**config.mk**
```make
export PLATFORM = sky130hd
export DESIGN_NAME = lmc_fifo
export DESIGN_NICKNAME = d
export VERILOG_FILES = /design/src/design/lmc_pkg.sv /design/src/design/lmc_fifo.sv
export VERILOG_INCLUDE_DIRS = /design/src /design/src/design
export SDC_FILE = /design/constraint.sdc
export NUM_CORES = 1
export LEC_CHECK = 0
export BUFFER_PORTS_ARGS = -buffer_cell sky130_fd_sc_hd__buf_2
export CAP_MARGIN = 15
export CORE_ASPECT_RATIO = 1.25
export CORE_UTILIZATION = 45
export DETAILED_ROUTE_END_ITERATION = 8
export PLACE_DENSITY = 0.76
export SYNTH_ARGS = -nofsm -noshare
export SYNTH_HDL_FRONTEND = slang
export SYNTH_SLANG_ARGS = --single-unit
export TNS_END_PERCENT = 10
```
**constraint.sdc**
```tcl
create_clock -name clk -period 1.58 [get_ports clk]
set_input_delay 0.158 -clock clk [delete_from_list [all_inputs] [get_ports clk]]
set_output_delay 0.158 -clock clk [all_outputs]
set_load 0.05 [all_outputs]
```
**src/design/local_maximum_counter_core_assert.svh**
```systemverilog
// assertion macros shared by the local maximum counter modules
`ifndef LOCAL_MAXIMUM_COUNTER_CORE_ASSERT_SVH
`define LOCAL_MAXIMUM_COUNTER_CORE_ASSERT_SVH
`ifndef SYNTHESIS
`define LMC_ASSERT(lbl, clk, rst_n, prop, msg) \
  lbl: assert property (@(posedge clk) disable iff (!rst_n) prop) else $error(msg);
`define LMC_ASSERT_NEVER(lbl, clk, rst_n, cond, msg) \
  lbl: assert property (@(posedge clk) disable iff (!rst_n) !(cond)) else $error(msg);
`else
`define LMC_ASSERT(lbl, clk, rst_n, prop, msg)
`define LMC_ASSERT_NEVER(lbl, clk, rst_n, cond, msg)
`endif
`endif

```
**src/design/lmc_pkg.sv**
```systemverilog
`timescale 1ns / 1ps
package lmc_pkg;
  localparam int COUNT_W = 21;
  localparam logic [COUNT_W-1:0] COUNT_MAX = '1;
  localparam int CFG_W = 11;
  // wide enough for any dimension up to 8192 plus one
  localparam int DIM_W = 14;
  localparam logic [CFG_W-1:0] DIM_RESET = 11'd1024;
  localparam int INC_W = 3;
  localparam int APB_AW = 3;
  localparam int APB_DW = 32;
  localparam int FIFO_DEPTH = 4;
  localparam int FIFO_PW = 2;

  typedef enum logic {
    REG_FRAME_ROWS = 1'b0,
    REG_FRAME_COLS = 1'b1
  } reg_idx_t;

  typedef struct packed {
    logic [INC_W-1:0] inc;
    logic             last;
  } peak_rec_t;

  typedef struct packed {
    logic full;
    logic empty;
  } fifo_stat_t;
endpackage

```
**src/design/lmc_fifo.sv**
```systemverilog
`timescale 1ns / 1ps
`include "local_maximum_counter_core_assert.svh"
module lmc_fifo (
  input  logic                clk,
  input  logic                rst_n,
  input  logic                push,
  input  lmc_pkg::peak_rec_t  push_rec,
  input  logic                pop,
  output lmc_pkg::peak_rec_t  head,
  output lmc_pkg::fifo_stat_t stat
);
  import lmc_pkg::*;

  peak_rec_t          ent_r [FIFO_DEPTH];
  logic [FIFO_PW-1:0] wr_ptr_r;
  logic [FIFO_PW-1:0] rd_ptr_r;
  logic [FIFO_PW:0]   cnt_r;

  assign head       = ent_r[rd_ptr_r];
  assign stat.full  = (cnt_r == (FIFO_PW + 1)'(FIFO_DEPTH));
  assign stat.empty = (cnt_r == '0);

  always_ff @(posedge clk) begin
    if (push) begin
      ent_r[wr_ptr_r] <= push_rec;
    end
  end

  always_ff @(posedge clk) begin
    if (!rst_n) begin
      wr_ptr_r <= '0;
      rd_ptr_r <= '0;
      cnt_r    <= '0;
    end else begin
      if (push) begin
        wr_ptr_r <= wr_ptr_r + FIFO_PW'(1);
      end
      if (pop) begin
        rd_ptr_r <= rd_ptr_r + FIFO_PW'(1);
      end
      if (push && !pop) begin
        cnt_r <= cnt_r + (FIFO_PW + 1)'(1);
      end else if (pop && !push) begin
        cnt_r <= cnt_r - (FIFO_PW + 1)'(1);
      end
    end
  end

  `LMC_ASSERT_NEVER(a_no_overflow, clk, rst_n, push && stat.full, "push into full queue")
  `LMC_ASSERT_NEVER(a_no_underflow, clk, rst_n, pop && stat.empty, "pop from empty queue")
endmodule

```
Word level (Yosys, flattened, before mapping):

Memory sizes are Yosys's and may differ from the RTL's. A register that Yosys moved wholly into a read port is not among the register bits.
Index checks and enable logic that the tools add are counted.

* add/subtract/negate cells: 4
* eq/ne operators: 1
* multiplexer cells: 6
* reduce and logical (&&, ||, !) cells: 6

Operators with widths (number)
* $mux 3: 2
* $add 2x1->2 const B: 2
* $mux 2: 2
* $add 3x1->3 const B: 1
* $eq 3x3->1 const B: 1
* $logic_not 3->1: 1
* $sub 3x1->3 const B: 1
* $logic_and 1x1->1: 2
* $logic_not 1->1: 2
* $mux 1: 2
* $reduce_bool 2->1: 1

* register bits: 7
* memory bits (writable): 16
* input port bits: 8
* output and inout port bits: 6
* word-level logic and storage cells: 21
* memories kept: 1

Memories
* ent_r: depth 4, bits a word 4, read ports 1, clocked after memory_dff 1, wr ports 1, RTL line lmc_fifo.sv:14 `peak_rec_t ent_r [FIFO_DEPTH];`

Logic depth before layout (Yosys ltp):

* word-level depth: 4
* depth in mapped cells: 7
* depth with buffers taken out: 7

Worst setup path after synthesis:

No wires, ideal clock.

* path kind: register -> output
* start point: register cnt_r[1]
* end point: output stat[1] (netlist name)
* data arrival time: 1.502 ns
* data required time: 1.422 ns
* slack: -0.080 ns
* cell stages (with the launch flop): 2
* path buffers: 0
* cell sequence: dfxtp_1 nor3b_1

RTL lines
* start, declared: RTL line lmc_fifo.sv:17 `logic [FIFO_PW:0] cnt_r;`
* start signal, assigned: RTL line lmc_fifo.sv:42 `cnt_r <= cnt_r + (FIFO_PW + 1)'(1);`
* start signal, assigned: RTL line lmc_fifo.sv:44 `cnt_r <= cnt_r - (FIFO_PW + 1)'(1);`
* end, declared: RTL line lmc_fifo.sv:10 `output lmc_pkg::fifo_stat_t stat`

==> flow_metrics.env <==
export IMPL_drive_above_1_share_pct=29.3
export IMPL_critical_path_buf_inv_count=1
export IMPL_ctsLongestPathBuffers=2
export IMPL_antenna_found_initial=0
export IMPL_synth_area_mm2=0.00102
export IMPL_maxCapViolCount=0
export IMPL_std_cell_rows=18
export IMPL_slew_viol_final=0
export IMPL_hold_viol_final=0
export IMPL_synth_simple_area_share_pct=8.92
export IMPL_routed_wl_um=1550
export IMPL_synthAdderAreaFrac_pct=8.07
export IMPL_first_iter_violations=10
export IMPL_h_tree_depth=1
export IMPL_cts_sinks=25
export IMPL_grt_use_total_pct=14.7
export IMPL_ios=14
export IMPL_synth_top_family_by_area="multiplexers"
export IMPL_port_buffers=13
export IMPL_min_period_ns=1.57
export IMPL_antenna_left=0
export IMPL_synth_distinct_cells=18
export IMPL_total_power_mw=1.37
export IMPL_synthXorXnorAreaFrac_pct=4.28
export IMPL_synthMuxAreaShare_pct=11.5
export IMPL_layout_nets=97
export IMPL_drc=0
export IMPL_drt_pass1_iterations=4
export IMPL_tightest_slew_ns=0.229
export IMPL_startpoint_type="flop"
export IMPL_grt_max_degree=14
export IMPL_cts_setup_buffers=0
export IMPL_hpwlAfterDp_um=1150
export IMPL_hp_class="primary input to flop"
export IMPL_ir_worst_vdd_uv=577
export IMPL_cp_max_fo=4
export IMPL_cts_root_buf="clkbuf_4"
export IMPL_cts_hold_buf=0
export IMPL_cts_buffers_inserted=3
export IMPL_fp_dieH_um=55.3
export IMPL_die_w_um=44.7
export IMPL_synthCells=63
export IMPL_diodes=0
export IMPL_vias_per_cell=4.79
export IMPL_cp_required_ns=1.42
export IMPL_vias=537
export IMPL_max_stage_delay_ns=0.51
export IMPL_finalCritPeriodShare_pct=99.3
export IMPL_critPathSlowestCell="mux4_2"
export IMPL_drt_wirelength_per_cell_um=13.8
export IMPL_synth_seq_area_share_pct=64.5
export IMPL_utilization_pct=58.2
export IMPL_die_area_mm2=0.00247
export IMPL_core_area_mm2=0.00205
export IMPL_ys_ff_latch=25
export IMPL_p_leak_nw=0.462
export IMPL_fmax_mhz=638
export IMPL_synth_net_count=77
export IMPL_path_delay_family="multiplexers"
export IMPL_start_util_pct=49.9
export IMPL_critical_path_class="flop to primary output"
export IMPL_clk_latency_ns=0.32
export IMPL_cp_end_kind="primary output"
export IMPL_overflow=0
export IMPL_rsz0062_at_grt="yes"
export IMPL_cts_tree="yes"
export IMPL_p_per_area_mw_per_mm2=1150
export IMPL_relSlewSlack_pct=84.5
export IMPL_synth_warning_count=0
export IMPL_synth_compound_area_share_pct=1.22
export IMPL_tns_ns=0
export IMPL_path_cells="mux4_2, buf_6"
export IMPL_grt_pass1_vias=547
export IMPL_placed_cell_area_mm2=0.00115
export IMPL_gp_congestion=0.660
export IMPL_clk_pin_slew_ns=0.12
export IMPL_area_growth_pct=16.6
export IMPL_finClkSkew_ns=0.00127
export IMPL_cp_arrival_ns=1.41
export IMPL_final_area_mm2=0.00119
export IMPL_grt_pass1_wl_um=2530
export IMPL_syn_avg_cell_area_um2=16.2
export IMPL_setup_viol=0
export IMPL_status="finished, final reports clean"
-- timing repair --
| action | in CTS | in global routing |
|---|---|---|
| endpoints found under the setup margin | 4 | 4 |
| endpoints found under the hold margin | 0 | 0 |
| gates resized for setup | 12 | 0 |
| pin swaps | 0 | 0 |
-- cell usage after synthesis, drive strengths merged --
library cell | count | area [um^2]
a21boi | 1 | 7.51
and2 | 9 | 56.3
dfxtp | 9 | 180
edfxtp | 16 | 480
fa | 1 | 20.0
ha | 5 | 62.6
inv | 4 | 15.0
mux2i | 2 | 20.0
mux4 | 4 | 97.6
nand2 | 1 | 3.75
nor2b | 2 | 12.5
nor3 | 1 | 5.00
nor3b | 1 | 7.51
o21ai | 1 | 5.00
or3 | 1 | 6.26
xnor2 | 2 | 17.5
xor2 | 3 | 26.3
-- worst register-to-register path: cells and delay by family, from the launching register on --
| kind | cells | cell delay (ns) |
|---|---|---|
| adders and majority gates | 1 | 0.45 |
| xor gates and xnor gates | 1 | 0.16 |
| AOI/OAI and AO/OA | 1 | 0.17 |
| DFF | 1 | 0.38 |
| and+or+nand+nor | 1 | 0.32 |
-- kinds of logic (layout without fill, tap and decap cells) --
family | Yosys count | in the layout
adder cells (fa/ha/maj) | 6 | 6
XOR/XNOR | 5 | 5
AND/OR/NAND/NOR | 15 | 15
buffers and inverters | 4 | 23
multiplexers | 6 | 6
AO/OA/AOI/OAI | 2 | 2
flip-flops | 25 | 25
-- routing by layer --
layer / GRT usage, % / part of all wire (%) / vias up
met1: 18.2 / 44 / 259
met4: 10.4 / 3.0 / 0
met5: 0 / 0 / -
li1: - / - / 264
met3: 3.92 / 1.7 / 5
met2: 21.6 / 52 / 9
-- report_power, final --
group          switching [mW]  internal [mW]  leakage, nW  total, mW
Sequential             0.0391          0.743        0.222      0.783
Combinational           0.181          0.125        0.225      0.306
Clock                   0.181         0.0989       0.0150      0.280
Total                   0.401          0.968        0.462       1.37
-- sequential cells by signal, summed over array words and instances (netlist names), named ones only --
register,cells
ent_r,16
rd_ptr_r,2
cnt_r,3
wr_ptr_r,2
-- metrics by stage --
| step | hold WS, ns | worst slack [ns] | std cells |
|---|---|---|---|
| 2_1_floorplan | 0.257 | -0.0152 | 63 |
| 3_3_place_gp | 0.369 | 0.0451 | 108 |
| 3_5_place_dp | 0.387 | -0.0746 | 108 |
| 4_1_cts | 0.0426 | -0.0156 | 112 |
| 5_1_grt | 0.0285 | -0.0500 | 112 |
| 6_report | 0.0554 | 0.0117 | 112 |
-- final cells by class --
type	count	area, um^2
fillers	165	856
flip-flops and latches	25	664
repair buffers	15	105
well taps	30	37.5
clock buffers	4	26.3
inverters	4	15.0
multi-input cells	34	345
-- cells in the final DEF, fill, tap and decap left out, types with 2 or more instances in the layout --
cell type / n
nor2b_1: 2
buf_2: 9
clkbuf_4: 3
mux2i_1: 2
buf_4: 2
xor2_1: 3
mux4_2: 4
and2_1: 9
inv_1: 4
edfxtp_1: 16
xnor2_1: 2
buf_6: 4
dfxtp_1: 8
ha_1: 5
-- path summary, 6_finish.rpt --
kind                                  start          end  slack [ns]  depth (start not counted)
worst max-delay path                   flop      head[0]        0.01                          2
worst min-delay path            push_rec[0]  ent_r[3][0]        0.06                          1
worst max register to register     cnt_r[0]     cnt_r[2]        0.04                          4
worst min register to register  wr_ptr_r[1]  wr_ptr_r[1]        0.57                          2
Power figures use the tool's default switching activity.
