**config.mk**
```make
export PLATFORM = sky130hd
export DESIGN_NAME = lmc_back
export DESIGN_NICKNAME = d
export VERILOG_FILES = /design/src/design/lmc_pkg.sv /design/src/design/lmc_back.sv
export VERILOG_INCLUDE_DIRS = /design/src /design/src/design
export SDC_FILE = /design/constraint.sdc
export NUM_CORES = 1
export LEC_CHECK = 0
export ABC_AREA = 1
export BUFFER_PORTS_ARGS = -buffer_cell sky130_fd_sc_hd__buf_2
export CAP_MARGIN = 0
export CORE_ASPECT_RATIO = 1.5
export CORE_MARGIN = 3
export CORE_UTILIZATION = 55
export CTS_CLUSTER_SIZE = 16
export DETAILED_ROUTE_END_ITERATION = 8
export PLACE_DENSITY = 0.84
export SLEW_MARGIN = 20
export SYNTH_ARGS = -nofsm -noshare
export SYNTH_HDL_FRONTEND = slang
export SYNTH_SLANG_ARGS = --single-unit
```
**constraint.sdc**
```tcl
create_clock -name clk -period 3.5 [get_ports clk]
set_clock_uncertainty 0.2 [all_clocks]
set_input_delay 0.35 -clock clk [delete_from_list [all_inputs] [get_ports clk]]
set_output_delay 0.35 -clock clk [all_outputs]
set_load 0.1 [all_outputs]
```
**src/design/local_maximum_counter_core_assert.svh**
```systemverilog
// assertion macros shared by the local maximum counter modules
`ifndef LOCAL_MAXIMUM_COUNTER_CORE_ASSERT_SVH
`define LOCAL_MAXIMUM_COUNTER_CORE_ASSERT_SVH
`ifndef SYNTHESIS
`define LMC_ASSERT(lbl, clk, rst_n, prop, msg) \
  lbl: assert property (@(posedge clk) disable iff (!rst_n) prop) else $error(msg);
`define LMC_ASSERT_NEVER(lbl, clk, rst_n, cond, msg) \
  lbl: assert property (@(posedge clk) disable iff (!rst_n) !(cond)) else $error(msg);
`else
`define LMC_ASSERT(lbl, clk, rst_n, prop, msg)
`define LMC_ASSERT_NEVER(lbl, clk, rst_n, cond, msg)
`endif
`endif

```
**src/design/lmc_pkg.sv**
```systemverilog
`timescale 1ns / 1ps
package lmc_pkg;
  localparam int COUNT_W = 21;
  localparam logic [COUNT_W-1:0] COUNT_MAX = '1;
  localparam int CFG_W = 11;
  // wide enough for any dimension up to 8192 plus one
  localparam int DIM_W = 14;
  localparam logic [CFG_W-1:0] DIM_RESET = 11'd1024;
  localparam int INC_W = 3;
  localparam int APB_AW = 3;
  localparam int APB_DW = 32;
  localparam int FIFO_DEPTH = 4;
  localparam int FIFO_PW = 2;

  typedef enum logic {
    REG_FRAME_ROWS = 1'b0,
    REG_FRAME_COLS = 1'b1
  } reg_idx_t;

  typedef struct packed {
    logic [INC_W-1:0] inc;
    logic             last;
  } peak_rec_t;

  typedef struct packed {
    logic full;
    logic empty;
  } fifo_stat_t;
endpackage

```
**src/design/lmc_back.sv**
```systemverilog
`timescale 1ns / 1ps
`include "local_maximum_counter_core_assert.svh"
module lmc_back (
  input  logic                        clk,
  input  logic                        rst_n,
  input  lmc_pkg::fifo_stat_t         fifo_stat,
  input  lmc_pkg::peak_rec_t          head,
  output logic                        pop,
  output logic                        out_valid,
  input  logic                        out_ready,
  output logic [lmc_pkg::COUNT_W-1:0] out_peak_count
);
  import lmc_pkg::*;

  logic [COUNT_W-1:0] count_r;
  logic [COUNT_W-1:0] count_nxt;
  logic [COUNT_W:0]   sum;
  logic               out_valid_r;
  logic [COUNT_W-1:0] out_peak_count_r;

  // a frame end can only drain once the output slot is free
  assign pop = !fifo_stat.empty && (!head.last || !out_valid_r || out_ready);

  assign sum = (COUNT_W + 1)'(count_r) + (COUNT_W + 1)'(head.inc);
  assign count_nxt = (sum > (COUNT_W + 1)'(COUNT_MAX)) ? COUNT_MAX : sum[COUNT_W-1:0];

  always_ff @(posedge clk) begin
    if (!rst_n) begin
      count_r     <= '0;
      out_valid_r <= 1'b0;
    end else begin
      if (pop) begin
        count_r <= head.last ? '0 : count_nxt;
      end
      if (pop && head.last) begin
        out_valid_r <= 1'b1;
      end else if (out_ready) begin
        out_valid_r <= 1'b0;
      end
    end
  end

  always_ff @(posedge clk) begin
    if (pop && head.last) begin
      out_peak_count_r <= count_nxt;
    end
  end

  assign out_valid      = out_valid_r;
  assign out_peak_count = out_peak_count_r;

  `LMC_ASSERT(a_count_cleared, clk, rst_n, pop && head.last |=> count_r == '0, "count not cleared")
endmodule

```
# Yosys cells after proc, flatten, opt, wreduce, memory -nomap -nowiden
# Index checks and enable logic that the tools add are counted.
# word_totals
in_bits	9
register_bits	43
# classes
muxes	4
reduce_logical	8
n_lt_le_gt_ge	1
add_sub_neg	1
# op_table
cell	count
two-way mux 21 bit	2
adder 21 x 3 -> 22 bit	1
> comparator 22 x 21 -> 1 bit, second input constant	1
logical NOT 1 bit	3
logical AND 1 bit	2
logical OR 1 bit	2
two-way mux 1 bit	2
nonzero test 2 bit	1

# Longest topological paths before layout
# Gate-level depths: netlist of run 1.
# depth
word_depth	6
depth_mapped	13

# Worst setup path before layout of run 1
# Ideal clock, no wire load.
# synth_path
path_kind	register to register
startpoint	register out_valid_r, in the netlist out_valid
endpoint	register out_peak_count_r[0], in the netlist out_peak_count[0], enable pin
arrival_time_ns	2.277
setup_slack_ns	0.682
stages_incl_launch_ff	6
period_less_slack_ns	2.818
path_buffers	0
cell_sequence	dfxtp_1 nand2_1 o21bai_1 inv_1 nand2_1 inv_1
# synth_between
elab_chain_len	5
# synth_rtl
element	line	source
start, declared	lmc_back.sv:18	logic out_valid_r;
start signal, assigned	lmc_back.sv:30	out_valid_r <= 1'b0;
start signal, assigned	lmc_back.sv:36	out_valid_r <= 1'b1;
start signal, assigned	lmc_back.sv:38	out_valid_r <= 1'b0;
logical NOT 1 bit	lmc_back.sv:22	assign pop = !fifo_stat.empty && (!head.last || !out_valid_r || out_ready);
logical OR 1 bit (2 in a row)	lmc_back.sv:22	
logical AND 1 bit	lmc_back.sv:22	
named net pop	lmc_back.sv:8	output logic pop,
logical AND 1 bit	lmc_back.sv:44	if (pop && head.last) begin
end signal, assigned	lmc_back.sv:45	out_peak_count_r <= count_nxt;
end, declared	lmc_back.sv:19	logic [COUNT_W-1:0] out_peak_count_r;
# The timed path passes the listed nets, and every way through them passes these cells.
# A chain may end at the register's enable or synchronous reset.

# Final worst setup path of run 1
# layout_path
startpoint	register count_r[0]
endpoint	register count_r[18]
# layout_between
elab_chain_len	4
# layout_rtl
element	line	source
start, declared	lmc_back.sv:15	logic [COUNT_W-1:0] count_r;
start signal, assigned	lmc_back.sv:33	count_r <= head.last ? '0 : count_nxt;
adder 21 x 3 -> 22 bit *	lmc_back.sv:24	assign sum = (COUNT_W + 1)'(count_r) + (COUNT_W + 1)'(head.inc);
> comparator 22 x 21 -> 1 bit	lmc_back.sv:25	assign count_nxt = (sum > (COUNT_W + 1)'(COUNT_MAX)) ? COUNT_MAX : sum[COUNT_W-1:0];
two-way mux 21 bit *	lmc_back.sv:25	
named net count_nxt[18]	lmc_back.sv:16	logic [COUNT_W-1:0] count_nxt;
two-way mux 21 bit *	lmc_back.sv:33	
# Mark *: on every way through the listed nets, which the timed path passes. The rest lies on a longest branch.

==> flow_summary.json, run 1 <==
{
  "syn_area_per_cell_um2": 8.70,
  "insertion_delay_ns": 0.30,
  "endpoint_kind": "register",
  "hold_path_class": "primary input to register",
  "swShare_pct": 30.4,
  "rsz0062_at_grt": "false",
  "synth.distinct_cells": 28,
  "cts.sinks": 43,
  "cts-root-buf": "clkbuf_8",
  "syn_area_um2": 2380,
  "stdcell_count": 350,
  "fin_hold_ws_ns": 0.0605,
  "coreArea_um2": 4060,
  "path_class": "register to register",
  "ios": 32,
  "drtAntennaViolNets": 0,
  "slew_viol_final": 0,
  "synth_seq_cells": 43,
  "crit_fanout": 7,
  "p_leak_nw": 1.10,
  "port_buffers": 30,
  "post_cts_resized": 0,
  "fmax_mhz": 402,
  "synth.most_common_cell": "nand2_1",
  "first_global_vias": 1864,
  "switchingPower_w": 0.000307,
  "fin_crit_ns": 2.49,
  "n_antenna_cell": 0,
  "async_flop_share_pct": 0,
  "synth_cells": 273,
  "power.density_nw_per_um2": 383,
  "cts_buffers": 5,
  "yosysTopAreaCell": "edfxtp_1",
  "yosys-top-cells-count": "nand2_1 (85), inv_1 (27), dfxtp_1 (22), edfxtp_1 (21), a21oi_2 (17)",
  "cts_buffer_depth": 2,
  "p_total_w": 0.00101,
  "path_clk_slew_ns": 0.08,
  "peakVddDrop_mv": 0.374,
  "dpl.hpwl_um": 3170,
  "yosys_most_used_dff": "dfxtp_1",
  "fin_crit_sh_pct": 71.1,
  "synthesis.nets": 286,
  "htree_levels": 2,
  "grt_util_all_layers_pct": 20.2,
  "cpPeakStageDelay_ns": 0.40,
  "place_congestion": 0.818,
  "synth_seq_area_share_pct": 45.1,
  "yosys_warnings": 0,
  "slew_headroom_pct": 32.5,
  "ctsHoldBuffers": 0,
  "syn2layout_area_growth_pct": 10.8,
  "fp.dieW_um": 59.7,
  "cts_post_setup_buffers_inserted": 0,
  "grt_pass1_wl_um": 7890,
  "grt_max_degree": 24,
  "die_area_um2": 5160,
  "power_frac_comb_pct": 15.9,
  "cp_slowest_cell": "fa_1",
  "worst_ep_required_time_ns": 3.45,
  "status": "completed",
  "final.setup.tns_ns": 0,
  "drive_gt1_share_pct": 30.5,
  "synthTopCellsByArea": "edfxtp_1 (27%), dfxtp_1 (19%), nand2_1 (13%), a21oi_2 (6.3%), nand2_4 (5.2%)",
  "synth_top_area_share_pct": 26.5,
  "finalHoldViolCount": 0,
  "drv_cap": 0,
  "clockPowerShare_pct": 30.2,
  "start_util_pct": 58.5,
  "worstHoldPathCells": 3,
  "cts_tree": "done",
  "cpMostUsedCell": "nand2_1",
  "synth_edf_count": 21,
  "viasPerCell": 5.40,
  "setup_viol": 0,
  "antenna_found_initial": 0,
  "vias": 1891,
  "dp_cells": 342,
  "wire_per_inst_um": 13.2,
  "gr-total-overflow": 0,
  "arrival_ns": 2.43,
  "die_y_um": 86.5,
  "firstDrtPassIters": 4,
  "worst_slew_pin_slew_ns": 1.01,
  "seqPwrFrac_pct": 53.9,
  "crit_chain": "ha_1 -> inv_1 -> fa_1 -> inv_1 -> nand2_1 -> nand2_1 -> nand2_1 -> nor2_2 -> nand2_1 -> nand2_1 -> nand3_2 -> nand2_1 -> a21oi_2",
  "p_int_w": 0.000703,
  "nNetsFinal": 317,
  "r2r_cells": 13,
  "drt_iter0_drc": 67,
  "fillers": 327,
  "drc": 0,
  "rows": 28,
  "routed_wl_um": 4630,
  "crit_path_start_kind": "register"
}
## cell usage in the layout, fill, tap and decap left out
master / count
buf_4: 2
nand3b_1: 3
nand3_4: 1
xor2_1: 5
edfxtp_1: 21
inv_1: 27
nor2_2: 3
nand3_2: 9
dfxtp_1: 22
nor2_4: 1
o21bai_1: 3
ha_1: 3
nand2_4: 11
nand4_1: 4
o21ai_0: 2
nand3_1: 16
fa_1: 1
a21oi_1: 4
nor2_8: 1
nor2_1: 14
clkbuf_8: 5
nand2_2: 9
nand2_1: 85
a21oi_2: 17
buf_2: 30
or2_1: 1
and2_1: 1
clkinv_2: 3
inv_2: 1
## power groups by stage
stage          Sequential [W]  Clock [W]  Combinational [W]
2_1_floorplan        0.000639          0          0.0000501
3_3_place_gp         0.000555          0           0.000160
3_5_place_dp         0.000556          0           0.000161
4_1_cts              0.000544   0.000311           0.000162
5_1_grt              0.000546   0.000332           0.000169
6_report             0.000544   0.000305           0.000160
## cells by family (layout without fill, tap and decap cells)
family / Yosys count / in the layout / share of synthesized area [%]
buffers and inverters: 36 / 68 / 6.42
AND/OR/NAND/NOR: 159 / 159 / 35.8
XOR/XNOR: 5 / 5 / 1.84
AO/OA/AOI/OAI: 26 / 26 / 8.48
adder cells (fa/ha/maj): 4 / 4 / 2.42
flip-flops: 43 / 43 / 45.1
## path summary, 6_finish.rpt
kind / start / endpoint / slack (ns)
setup / recovery: count_r[0]$_SDFFE_PN0P_ / count_r[18]$_SDFFE_PN0P_ / 1.01
hold / removal: rst_n / out_valid$_SDFFE_PN0P_ / 0.06
setup reg to reg: count_r[0]$_SDFFE_PN0P_ / count_r[18]$_SDFFE_PN0P_ / 1.01
hold reg to reg: count_r[0]$_SDFFE_PN0P_ / count_r[0]$_SDFFE_PN0P_ / 0.30
## state kept, by name, indices dropped and copies added, names as in the netlist
signal / cells
out_valid: 1
count_r: 21
out_peak_count: 21
## worst max-delay path, delay by kind of cell (launching register included)
kind | cells | cell delay (ns)
fa+ha+maj | 2 | 0.61
flops | 1 | 0.34
compound gates | 1 | 0.05
simple gates | 8 | 0.98
buf+inv | 2 | 0.15
## layout make-up
cell class	instances	area, um2	area share [%]
Timing Repair Buffer	32	165	6.27
Inverter	28	105	3.99
Multi-Input combinational cell	194	1150	43.8
Sequential cell	43	1070	40.7
Clock buffer	5	68.8	2.61
Tap cell	45	56.3	2.14
Clock inverter	3	15.0	0.570
## stage by stage
stage                     cell area [um2]  worst slack (ns)  util, %
final                                2630              1.01     64.8
after global routing                 2630             0.781     64.8
after CTS                            2630              1.03     64.8
after detailed placement             2550             0.949     62.7
after global placement               2550             0.974     62.7
after floorplan                      2380             0.682        -
## metal layers
metal	GRT usage [%]	share of wire (%)	vias to the layer above
met5	0	0	-
met4	11.9	2.7	0
met3	3.73	3.0	9
met2	35.1	54	35
met1	22.0	41	909
li1	-	-	938
No activity file was read; power rests on OpenSTA's default activity.
==> run 2: changes to the inputs <==
==> constraint.sdc (replaced) <==
create_clock -name clk -period 2.57 [get_ports clk]
set_clock_uncertainty 0.2 [all_clocks]
set_input_delay 0.257 -clock clk [delete_from_list [all_inputs] [get_ports clk]]
set_output_delay 0.257 -clock clk [all_outputs]
set_load 0.1 [all_outputs]
==> run 2 against run 1 <==
Effect of this change: total power rose by 37%; fmax rose by 6.9%; critical endpoint is now count_r[16]$_SDFFE_PN0P_; largest power group unchanged; die area did not move; via count fell by 0.48%; sequential power rose by 36%; global-route usage rose by 1.2 points; largest cell class unchanged; setup slack got worse by 0.77 ns; flip-flop and latch count did not move; utilization rose by 0.95 points.
==> flow_summary.json, run 2 (synthesis results as in run 1) <==
{
  "status": "completed",
  "rows": 28,
  "crit_path_start_kind": "register",
  "worst_ep_required_time_ns": 2.60,
  "worst_slew_pin_slew_ns": 0.831,
  "drv_cap": 0,
  "grt.met3_usage_pct": 5.37,
  "cts_post_setup_buffers_inserted": 0,
  "dpl.hpwl_um": 3450,
  "place_congestion": 0.893,
  "htree_levels": 2,
  "cts.sinks": 43,
  "fin_crit_sh_pct": 90.5,
  "drive_gt1_share_pct": 31.4,
  "path_clk_slew_ns": 0.08,
  "drc": 0,
  "slew_headroom_pct": 44.5,
  "slew_viol_final": 0,
  "fillers": 317,
  "routed_wl_um": 4770,
  "n_antenna_cell": 0,
  "hold_path_class": "primary input to register",
  "setup_viol": 0,
  "crit_fanout": 20,
  "drtAntennaViolNets": 0,
  "coreArea_um2": 4060,
  "endpoint_kind": "register",
  "final.setup.tns_ns": 0,
  "final_common_cell": "nand2_1",
  "fmax_mhz": 430,
  "vias": 1882,
  "first_global_vias": 1915,
  "finalHoldViolCount": 0,
  "cts-root-buf": "clkbuf_8",
  "path_class": "register to register",
  "reg2reg_slack_ns": 0.24,
  "peakVddDrop_mv": 0.465,
  "cts_tree": "done",
  "viasPerCell": 5.32,
  "place_ws_ns": 0.196,
  "gr-total-overflow": 0,
  "fp.dieW_um": 59.7,
  "rsz0062_at_grt": "false",
  "use_met2_pct": 37.5,
  "wire_per_inst_um": 13.5,
  "drt_iter0_drc": 43,
  "grt_max_degree": 22,
  "die_area_um2": 5160,
  "fin_crit_ns": 2.33,
  "start_util_pct": 58.5,
  "grt_util_all_layers_pct": 21.4,
  "insertion_delay_ns": 0.30,
  "stdcell_count": 354,
  "p_leak_nw": 1.12,
  "fin_ws_ns": 0.243,
  "power.density_nw_per_um2": 517,
  "syn2layout_area_growth_pct": 12.5,
  "fin_hold_ws_ns": 0.118,
  "port_buffers": 30,
  "final_cell_mix": "nand2_1 (85), buf_2 (30), inv_1 (27), dfxtp_1 (21), edfxtp_1 (21)",
  "dp_cells": 345,
  "busiest_layer": "met2",
  "grt_use_met1_pct": 23.6,
  "cts_buffers": 5,
  "ios": 32,
  "grt_pass1_wl_um": 8380,
  "antenna_found_initial": 0,
  "firstDrtPassIters": 4,
  "cts_buffer_depth": 2,
  "die_y_um": 86.5,
  "arrival_ns": 2.36,
  "nNetsFinal": 321
}
==> run 2: worst max-delay path, cell delays in order, from the launching register on <==
cell	delay, ns
dfxtp_1	0.32
ha_1	0.36
or2_1	0.14
nand2_2	0.13
nor2_8	0.22
nand3_4	0.44
nand3_2	0.26
nand2_1	0.08
a21oi_2	0.11
==> run 2: routing by layer <==
metal  share of wire, %  wire length (um)  vias to the layer above
li1                   -                 -                      951
met1                 40              1910                      887
met2                 54              2570                       36
met3                4.0               191                        8
met4                2.0                93                        0
met5                  0                 0                        -
==> run 2: power breakdown <==
part | switching [W] | total (W) | internal [W]
combinational | 0.000185 | 0.000225 | 0.0000399
clock | 0.000231 | 0.000417 | 0.000186
sequential | 0.00000534 | 0.000741 | 0.000736
total | 0.000421 | 0.00138 | 0.000962
==> run 2: timing repair <==
| item | in CTS | in global routing |
|---|---|---|
| endpoints found under the setup margin | 0 | 1 |
| endpoints found under the hold margin | 1 | 0 |
| gates resized for setup | 0 | 1 |
| hold buffers | 1 | 0 |
==> run 2: final timing paths <==
check / cells after the start / to / startpoint
setup reg to reg: 8 / count_r[16]$_SDFFE_PN0P_ / count_r[2]$_SDFFE_PN0P_
setup / recovery: 8 / count_r[16]$_SDFFE_PN0P_ / count_r[2]$_SDFFE_PN0P_
hold / removal: 5 / out_valid$_SDFFE_PN0P_ / head[0]
hold reg to reg: 2 / count_r[2]$_SDFFE_PN0P_ / count_r[2]$_SDFFE_PN0P_
==> run 2: final cells by class <==
type	count	area, um2	share of cell area, %
tap	45	56.3	2.11
multi-input combinational	194	1160	43.3
timing repair buffer	36	198	7.40
sequential	43	1070	40.1
clock buffer	5	68.8	2.57
clock inverter	3	15.0	0.562
inverter	28	105	3.93
==> run 2: metrics by stage <==
step	utilization, %	area, um2	power [W]
2_1_floorplan	-	2380	0.000939
3_3_place_gp	63.3	2570	0.000977
3_5_place_dp	63.3	2570	0.000982
4_1_cts	65.6	2670	0.00139
5_1_grt	65.8	2670	0.00143
6_report	65.8	2670	0.00138
